## src/sv/nkc_ram.sv

```systemverilog
// Generic single-port-write, single-port-read RAM with registered read.
// No dependencies.
module nkc_ram #(
  parameter int Width = 16,
  parameter int Depth = 256
) (
  input  logic                     clk,
  input  logic                     we,
  input  logic [$clog2(Depth)-1:0] waddr,
  input  logic [Width-1:0]         wdata,
  input  logic [$clog2(Depth)-1:0] raddr,
  output logic [Width-1:0]         rdata
);
  logic [Width-1:0] mem [Depth];

  always_ff @(posedge clk) begin
    if (we) begin
      mem[waddr] <= wdata;
    end
    rdata <= mem[raddr];
  end
endmodule

```

## config.mk

```make
export PLATFORM = sky130hd
export DESIGN_NAME = nkc_ram
export DESIGN_NICKNAME = d
export VERILOG_FILES = /design/src/sv/nkc_ram.sv
export SDC_FILE = /design/constraint.sdc
export NUM_CORES = 2
export LEC_CHECK = 0
export BUFFER_PORTS_ARGS = -buffer_cell sky130_fd_sc_hd__buf_2
export CAP_MARGIN = 20
export CORE_ASPECT_RATIO = 0.8
export CORE_MARGIN = 2
export CORE_UTILIZATION = 45
export CTS_BUF_LIST = sky130_fd_sc_hd__clkbuf_16
export CTS_CLUSTER_DIAMETER = 40
export DETAILED_ROUTE_END_ITERATION = 8
export PLACE_DENSITY = 0.59
export SYNTH_ARGS = -nofsm -noshare
export SYNTH_HDL_FRONTEND = slang
export SYNTH_SLANG_ARGS = --single-unit
```

## constraint.sdc

```tcl
create_clock -name clk -period 2.5 [get_ports clk]
set_input_delay 0.5 -clock clk [delete_from_list [all_inputs] [get_ports clk]]
set_output_delay 0.5 -clock clk [all_outputs]
set_load 0.01 [all_outputs]
```

==> Yosys cells after proc, flatten, opt, wreduce, memory -nomap -nowiden <==
Memories as Yosys holds them, arrays and structs flattened. A register that Yosys moved wholly into a read port is not among the register bits.
Cells that the tools add are included.
{ "totals": {"register_bits": 0, "mem_bits_rw": 4096, "output_inout_bits": 16, "word_cells": 3, "memories": 1} }
{ "mem_list": {"columns": ["name", "words", "width", "rd", "rd_ports_with_merged_regs", "wr", "line", "source"], "rows": [
  ["mem", 256, 16, 1, 1, 1, "14", "logic [Width-1:0] mem [Depth];"]
]} }
{ "classes": {"n_mux": 2} }
{ "ops": {"columns": ["operator", "count"], "rows": [
  ["$mux 1", 2]
]} }

==> Depth between registers and ports, before layout <==
{ "depth": {"ltp_word": 2, "ltp_mapped": 12, "depth_no_buf": 6} }

==> Least setup slack after synthesis <==
No wires, ideal clock.
{ "synth_path": {"path_type": "input port to flip-flop", "from": "input port waddr[3]", "to": "memory mem[235][0], enable pin", "arrival_ns": 2.277, "required_ns": 2.112, "setup_slack_ns": -0.165, "cell_stages": 6, "path_cell_list": "clkbuf_1 nor2b_1 clkbuf_1 nand4_1 clkbuf_1 nor2_1"} }
{ "synth_lines": {"columns": ["item", "line", "source"], "rows": [
  ["start, declared", "9", "input logic [$clog2(Depth)-1:0] waddr,"],
  ["end, declared", "14", null]
]} }
No word-level cell before the write port.

==> results_dict.tcl <==
set metrics [dict create \
    dieArea_sq_um 357500 \
    io_pins 50 \
    cts_made_buffers 473 \
    required_ns 3.36 \
    synth.distinct_cells 52 \
    dp_hpwl_mm 276.9 \
    layout_setup_ws_ns -0.04399 \
    rsz0062_at_grt "true" \
    rows 195 \
    grt_overflow 0 \
    worst_pin_slew_ns 0.8427 \
    vdd_drop_max_uv 653.8 \
    yosysTopAreaCell "edfxtp_1" \
    drv_cap 0 \
    synth_flop_cell "edfxtp_1" \
    finalCritPeriodShare_pct 101.8 \
    wirelength_mm 443.9 \
    drtPass1Iterations 6 \
    drc 0 \
    most-common-layout-cells "edfxtp_1, mux4_2, buf_4" \
    crit_top_cell "buf_12" \
    total_power_mw 153.8 \
    gp_congestion 0.9115 \
    drive_above_1_share_pct 32.82 \
    placed_area_sq_um 174900 \
    cts_buffer_depth 4 \
    hold_viol_final 0 \
    first_iter_violations 11310 \
    vias 82790 \
    period_minus_slack_ns 2.544 \
    p_per_area_nw_per_um2 800.4 \
    drtAntennaViolNets 0 \
    critPathMaxFanout 31 \
    syn-cell-area_sq_um 158700 \
    yosysWarnings 0 \
    clk_latency_ns 0.94 \
    final_nets 8532 \
    worstHoldStart "wdata[10]" \
    cts_max_level 5 \
    track_usage_pct 24.54 \
    antenna_found_initial 28 \
    cellLeakagePower_nw 62.56 \
    r2r_start "mem[55][9]" \
    finalSetupTns_ns -0.05013 \
    clock_skew_ns 0.04362 \
    grt_pass1_vias 80710 \
    post_drt_via_cell_ratio 6.068 \
    path_cells "buf_8 -> buf_6 -> or2_4 -> buf_12 -> buf_12 -> o221ai_1 -> buf_4 -> o22ai_1 -> a22oi_2 -> nand3_4 -> nor4_4" \
    final_common_cell "edfxtp_1" \
    io_buffers 49 \
    slowest_stage "a22oi_2" \
    hold_depth 1 \
    netlist_instances 7360 \
    wl_per_cell_um 32.54 \
    start_kind "input port" \
    die_y_um 535.2 \
    core-area_sq_um 351800 \
    initial_core_util_pct 45.11 \
    cts_tree "yes" \
    cts.clk_slew.worst_paths_ns 0.06 \
    final_core_util_pct 54.62 \
    r2r_end "rdata[9]" \
    synth_edf_count 4096 \
    synth.top_cell.area_share_pct 77.50 \
    area_growth_pct 21.08 \
    holdPathEnd "mem[247][10]" \
    arrival_ns 3.40 \
    worstSetupPathType "input port to flip-flop" \
    hold_class "input port to flip-flop" \
    worst-r2r-setup-slack_ns 0.01 \
    numClockSinks 4112 \
    async_flop_share_pct 0 \
    avgSynthCellArea_sq_um 21.56 \
    max_freq_mhz 393.1 \
    violations "setup timing" \
    slew_viol_final 0 \
    setup_viol 2 \
    syn_nets 7394 \
    reg2reg_depth 6 \
    synth.ff_latch_count 4112 \
    cp_slowest_stage_delay_ns 0.56 \
    grt_max_degree 102 \
    endpoint_kind "flip-flop" \
    status "finished, violations left" \
    grt_pass1_wl_mm 623.1 \
    fp.dieW_um 668.0 \
    final_area_sq_um 192200 \
    slew_headroom_pct 43.82 \
    ys_seq_area_share_pct 77.70 \
    cts_root_buf "clkbuf_16" \
    synth_area_leaders "edfxtp_1, mux4_2, mux2i_1" \
]
flip-flops by register name, indices dropped and copies added (netlist names):
signal / cells
mem: 4096
rdata: 16
synthesized netlist by cell type, drive strengths merged, types with 3 or more instances:
cell type,number
a22o,32
nand2,38
o221ai,253
nor2,304
mux4,797
nor4,18
nand4,26
nand3,35
o21ai,38
clkbuf,230
a221oi,28
a2111oi,6
o31ai,16
a31oi,6
mux2,88
a211oi,18
dfxtp,16
o32ai,21
nor2b,9
edfxtp,4096
a21oi,175
o22ai,148
and3,11
nor3,92
buf,222
nand4b,3
or2,5
inv,4
nand2b,3
mux2i,565
a22oi,43
through the flow:
step / hold slack, ns / setup WS [ns] / std cells
final: 0.06162 / -0.04399 / 13640
after global routing: 0.02995 / -0.01555 / 13630
after global placement: 0.8210 / -2.078 / 12720
after detailed placement: 0.8235 / -2.055 / 12720
after CTS: 0.006521 / -0.002807 / 13610
after floorplan: 0.5989 / -0.1650 / 7360
what timing repair did:
item / in CTS / in global routing
hold buffers: 9 / 0
pin swaps: 12 / 16
hold endpoints to repair: 195 / 0
setup buffers: 6 / 6
gates resized for setup: 82 / 66
endpoints found under the setup margin: 16 / 16
gates cloned: 8 / 6
metal layers:
metal  GRT usage, %  share of wire, %  wire, um
met1          37.20                43    189400
met2          36.03                45    197700
met3          5.280               9.7     43270
met4          6.969               3.0     13540
met5              0            0.0029        13
critical path: cells and delay by family:
| kind | cells | cell delay (ns) |
|---|---|---|
| AO/OA/AOI/OAI | 3 | 0.86 |
| buffers and inverters | 5 | 0.95 |
| AND/OR/NAND/NOR | 3 | 0.93 |
cell families after synthesis:
logic type / after synthesis / share of synthesized area [%]
buffers and inverters: 456 / 1.693
DFF: 4112 / 77.70
muxes: 1450 / 15.50
AOI/OAI and AO/OA: 786 / 3.537
and+or+nand+nor: 556 / 1.574
report_power, final:
part           switching, mW  total [mW]  internal, mW
Combinational           5.12        8.42          3.29
Sequential             0.137        76.1          76.0
Clock                   28.4        69.3          40.9
Total                   33.7         154           120
worst max path at each step:
stage | start | end | slack [ns] | cells after the start
global placement | raddr[0] | rdata[7] | -2.08 | 12
floorplan | waddr[3] | mem[235][0] | -0.17 | 6
CTS | mem[51][3] | rdata[3] | -0.003 | 6
finish | raddr[1] | rdata[7] | -0.04 | 11
global route | mem[55][9] | rdata[9] | -0.02 | 6
detailed placement | raddr[0] | rdata[7] | -2.06 | 12
cell type report:
cell class | instances | area, sq um
fillers | 26720 | 159700
repair buffers | 1115 | 13450
flip-flops and latches | 4112 | 123300
diodes | 22 | 55.05
clock buffers | 479 | 11990
clock inverters | 391 | 3866
inverters | 4 | 27.53
multi-input cells | 2792 | 33550
well taps | 4728 | 5916
(Power assumes the default switching activity.)
