[config.mk]
export PLATFORM = sky130hd
export DESIGN_NAME = nkc_divider
export DESIGN_NICKNAME = d
export VERILOG_FILES = /design/src/sv/nkc_divider.sv
export SDC_FILE = /design/constraint.sdc
export NUM_CORES = 1
export LEC_CHECK = 0
export ABC_CLOCK_PERIOD_IN_PS = 12390
export BUFFER_PORTS_ARGS = -buffer_cell sky130_fd_sc_hd__buf_2
export CAP_MARGIN = 20
export CORE_UTILIZATION = 45
export DETAILED_ROUTE_END_ITERATION = 10
export GPL_TIMING_DRIVEN = 1
export HOLD_SLACK_MARGIN = 0.03
export SYNTH_ARGS = -nofsm -noshare
export SYNTH_HDL_FRONTEND = slang
export SYNTH_SLANG_ARGS = --single-unit
[constraint.sdc]
create_clock -name clk -period 12.39 [get_ports clk]
set_input_delay 2.478 -clock clk [delete_from_list [all_inputs] [get_ports clk]]
set_output_delay 2.478 -clock clk [all_outputs]
set_load 0.02 [all_outputs]
[src/sv/nkc_divider.sv]
// Restoring divider for the rounded weighted mean: floor(num / den), den > 0.
// One quotient bit per cycle; depends on nothing else.
module nkc_divider #(
  parameter int NumW = 56,
  parameter int DenW = 26
) (
  input  logic                   clk,
  input  logic                   rst,
  input  logic                   start,
  input  logic signed [NumW-1:0] num,
  input  logic [DenW-1:0]        den,
  output logic                   done,
  output logic signed [NumW-1:0] quot
);
  localparam int CntW = $clog2(NumW + 1);

  logic            busy;
  logic [CntW-1:0] cnt;
  logic [NumW-1:0] q;
  logic [DenW:0]   rem;
  logic [DenW-1:0] d;
  logic            neg;
  logic [DenW:0]   trial;
  logic [DenW:0]   shifted;

  // magnitude split keeps the loop unsigned; negative results fixed at the end
  always_comb begin
    shifted = {rem[DenW-1:0], q[NumW-1]};
    trial   = shifted - {1'b0, d};
  end

  always_ff @(posedge clk) begin
    if (rst) begin
      busy <= 1'b0;
      done <= 1'b0;
    end else begin
      // done rises together with the last quotient bit
      done <= busy && (cnt == CntW'(1));
      if (start) begin
        busy <= 1'b1;
        cnt  <= CntW'(NumW);
        neg  <= num[NumW-1];
        q    <= num[NumW-1] ? NumW'(-num) : NumW'(num);
        rem  <= '0;
        d    <= den;
      end else if (busy) begin
        if (!trial[DenW]) begin
          rem <= trial;
          q   <= {q[NumW-2:0], 1'b1};
        end else begin
          rem <= shifted;
          q   <= {q[NumW-2:0], 1'b0};
        end
        cnt <= cnt - 1'b1;
        if (cnt == CntW'(1)) begin
          busy <= 1'b0;
        end
      end
    end
  end

  // floor for negatives: -(ceil(|n|/d))
  always_comb begin
    if (neg) begin
      quot = (rem != '0) ? -$signed(q) - NumW'(1) : -$signed(q);
    end else begin
      quot = $signed(q);
    end
  end

  // start sets busy; busy and done are never both set; done is never held
  assert property (@(posedge clk) disable iff (rst) start |=> busy)
    else $error("divider did not start");
  assert property (@(posedge clk) disable iff (rst) done |-> !busy)
    else $error("divider done while busy");
  assert property (@(posedge clk) disable iff (rst) done |=> !done)
    else $error("divider done held");
endmodule

* Yosys cells after proc, flatten, opt, wreduce, memory -nomap -nowiden
Cells that the tools add are included.
Word-level totals: flip-flop bits (word level) 118, memories 0, bits of input ports 85, bits in writable memories 0, bits in read-only memories 0, bits in latches 0, word-level logic and storage cells 31
Cells by class: multiplexer cells 12, order comparisons 0, reduce and logical (&&, ||, !) cells 5, divide/modulo/power cells 0, $add $sub $neg 5, $mul 0, bitwise operators 1, equality and inequality tests 1, shifts and indexed selects 0
Operator list (number):
- two-way mux 56 bit | 5
- negation 56 bit | 2
- subtractor 56 x 2 -> 56 bit (second input constant) | 1
- two-way mux 27 bit | 2
- nonzero test 27 bit | 1
- subtractor 27 x 26 -> 27 bit | 1
- equality test 6 x 1 -> 1 bit (second input constant) | 1
- two-way mux 6 bit | 1
- subtractor 6 x 1 -> 6 bit (second input constant) | 1
- two-way mux 1 bit | 4
- AND reduction 2 bit | 2
- nonzero test 2 bit | 1
- logical AND 1 bit | 1
- NOT 1 bit | 1

* Longest topological paths before layout
word-level depth 4, gate-level depth with buffers 17

* Worst setup path before layout
OpenSTA, ideal clock, no wires.
kind input port to flip-flop, from in start, to reg cnt[0] (enable), slack 4798 ps, arrival time 7055 ps, library setup time 537 ps, required time 11853 ps, cell stages on the path 5, path through clkbuf_1 > clkbuf_1 > buf_1 > nor2_1 > nor2_1
On the way: word-level cells in the longest chain between the ends 2
Ends and longest elaborated chain:
- from (decl) | RTL line 9 | input logic start,
- nonzero test 2 bit (no source line)
- AND reduction 2 bit (no source line)
- to (signal assigned) | RTL line 41 | cnt <= CntW'(NumW);
- to (signal assigned) | RTL line 54 | cnt <= cnt - 1'b1;
- to (decl) | RTL line 18 | logic [CntW-1:0] cnt;
No other way between the ends. A chain may end at the register's enable or synchronous reset.

* Final worst setup path
from reg q[0], to out quot[55]
On the way: word-level cells in the longest chain between the ends 4
Ends and longest elaborated chain:
- from (decl) | RTL line 19 | logic [NumW-1:0] q;
- from (signal assigned) | RTL line 43 | q <= num[NumW-1] ? NumW'(-num) : NumW'(num);
- from (signal assigned) | RTL line 49 | q <= {q[NumW-2:0], 1'b1};
- from (signal assigned) | RTL line 52 | q <= {q[NumW-2:0], 1'b0};
- negation 56 bit * | RTL line 65 | quot = (rem != '0) ? -$signed(q) - NumW'(1) : -$signed(q);
- subtractor 56 x 2 -> 56 bit | RTL line 65
- two-way mux 56 bit * | RTL line 65
- two-way mux 56 bit * | RTL line 64 | if (neg) begin
- to (decl) | RTL line 13 | output logic signed [NumW-1:0] quot
Mark *: on every way between the ends. The rest lies on a longest branch, timed or not.

==> impl_metrics.toml <==
[timing]
final_hold_viol_count = 0
setup_violations = 0
tns_ns = 0
relSlewSlack_pct = 36.50
post-route-min-period_ns = 7.911
finalClockSkew_ns = 0.009958
drv_slew = 0
rsz0062_at_grt = "no"
fmax_mhz = 126.4
tightest_slew_ns = 0.9473
min_period_over_period_pct = 63.85

[placed_design]
place_area_mm2 = 0.01185
dp_hpwl_um = 22960
place_congestion = 0.9213
io_buffers = 141

[synth]
synth_most_common_cell = "nand2_1"
synth_top_area_share_pct = 31.69
yosys_warnings = 0
synth_area_leaders = "edfxtp_1, xnor2_1, xor2_1, a21oi_1, nand2_1"
yosys-top-cells-count = "nand2_1, nor2_1, a21oi_1"
synth_edf_count = 116
synth.distinct_cells = 74
synth_fp_nets = 1472
synthArstFlopShare_pct = 0
avgSynthCellArea_um2 = 8.113
ys_ff_latch = 118
netlist_area_mm2 = 0.01099
synth.largest_area_cell = "edfxtp_1"
seq_area_frac_synth_pct = 32.05
synthCells = 1355
synth_flop_cell = "edfxtp_1"

[global_routing]
grt_max_degree = 88
grt_pass1_wl_um = 48990
overflow = 0
antenna_found_initial = 10
track_usage_pct = 24.84
grt_pass1_vias = 9494

[pwr]
clock_power_share_pct = 33.3
switchingPower_w = 0.0004717
combPwrFrac_pct = 28.2
power_frac_seq_pct = 38.4
p_int_w = 0.0009209
vdd_ir_drop_max_uv = 98.45
p_leak_nw = 4.531
netSwitchingFraction_pct = 33.87
p_per_area_mw_per_mm2 = 112.1

[cts]
clkSinkCount = 118
cts_buffers = 17
clock-root-buffer = "clkbuf_16"
htree_levels = 4
cts_hold_buf = 0
post_cts_buffers = 0
cts_tree = "yes"
cts_resized = 0
cts_buffer_depth = 2
insertion_delay_ns = 0.42
clk_pin_slew_ns = 0.06

[outcome]
outcome = "completed"

[detailed_routing]
drtAntennaViolNets = 0
drt_iter0_drc = 648
post-route-drc-count = 0
wl_um = 30320
viasPerCell = 5.728
dr_total_vias = 10180
dr.pass1.iters = 5
wl_per_cell_um = 17.06

[min_path]
hp-class = "reg2reg"

[critical_path]
critPathLaunchType = "register"
critPathMaxFanout = 13
cp-end-kind = "primary output"
critical_path_class = "reg2out"
worst_ep_required_time_ns = 9.91
arrival_ns = 5.43

[final_layout]
regArea_mm2 = 0.003523
area_growth_pct = 12.99
fin_area_mm2 = 0.01242
num-nets-final = 1554
multiInputGateArea_mm2 = 0.006933
layout-drive-gt1-share_pct = 15.59
fillers = 2339

[die]
fp.dieW_um = 158.3
start_util_pct = 46.42
coreArea_mm2 = 0.02368
rows = 56
die_y_um = 158.3
die_area_mm2 = 0.02506
ioPinCount = 142

[run]
maxCapViolCount = 0
layout by cell type (no fill, tap or decap), types with 52 or more instances in the layout:
master	count
o21ai_0	52
edfxtp_1	116
xnor2_1	94
nor2_1	131
nand2_1	145
buf_2	140
xor2_1	73
a21oi_1	123
inv_1	55
nor3_1	58
state kept, by name, indices dropped and copies added (netlist names):
register,flops
rem,27
done,1
d,26
busy,1
q,56
neg,1
cnt,6
logic make-up after synthesis:
| kind of cell | after synthesis | synth area share [%] |
|---|---|---|
| muxes | 14 | 1.354 |
| DFF | 118 | 32.05 |
| xor gates and xnor gates | 168 | 13.38 |
| AOI/OAI and AO/OA | 290 | 16.37 |
| and+or+nand+nor | 589 | 28.09 |
| adders and majority gates | 32 | 3.710 |
| buffers and inverters | 144 | 5.042 |
stage by stage:
stage	instances	hold slack, ns	utilization (%)	setup slack (ns)	power, W
after floorplan	1355	0.4675	-	4.798	0.0008229
after global placement	1737	0.4894	50.02	5.188	0.0009306
after detailed placement	1737	0.4913	50.02	4.988	0.0009335
after CTS	1769	0.4992	52.36	4.548	0.001399
after global routing	1774	0.5092	52.41	3.958	0.001471
final	1777	0.4945	52.45	4.479	0.001393
per-layer routing:
layer / up-vias / share of wire, % / track usage, %
li1: 5124 / - / -
met1: 4719 / 47 / 33.92
met2: 291 / 45 / 39.85
met3: 40 / 5.6 / 4.682
met4: 4 / 1.7 / 7.234
met5: - / 0.082 / 0
critical path, stage by stage (launching register included):
cell,delay [ns]
edfxtp_1,0.51
inv_1,0.15
ha_1,0.36
nor2b_1,0.44
nand4_1,0.44
nor3_1,0.70
nand2_1,0.16
o22ai_1,0.67
or4b_4,0.59
or4_1,0.48
nand3_1,0.17
xnor2_1,0.15
buf_2,0.19
power by group through the flow:
stage	Sequential [W]	Clock [W]	Combinational, W
after CTS	0.000534	0.000472	0.000394
after detailed placement	0.000542	0	0.000392
final	0.000535	0.000464	0.000393
after global routing	0.000540	0.000490	0.000441
after floorplan	0.000511	0	0.000312
after global placement	0.000542	0	0.000389
final timing paths:
path / slack, ns / start / cells after the start / end
worst min register to register: 0.49 / busy / 1 / done
worst max register to register: 8.70 / q[55] / 14 / rem[14]
worst min-delay path: 0.49 / busy / 1 / done
worst max-delay path: 4.48 / q[0] / 12 / quot[55]
cell type report:
type	instances	area share, %
diodes	8	0.1612
inverters	57	1.723
well taps	319	3.213
clock buffers	17	3.425
repair buffers	150	6.246
multi-input cells	1093	55.82
flip-flops and latches	118	28.37
clock inverters	15	1.048
No activity file was read; power rests on OpenSTA's default activity.
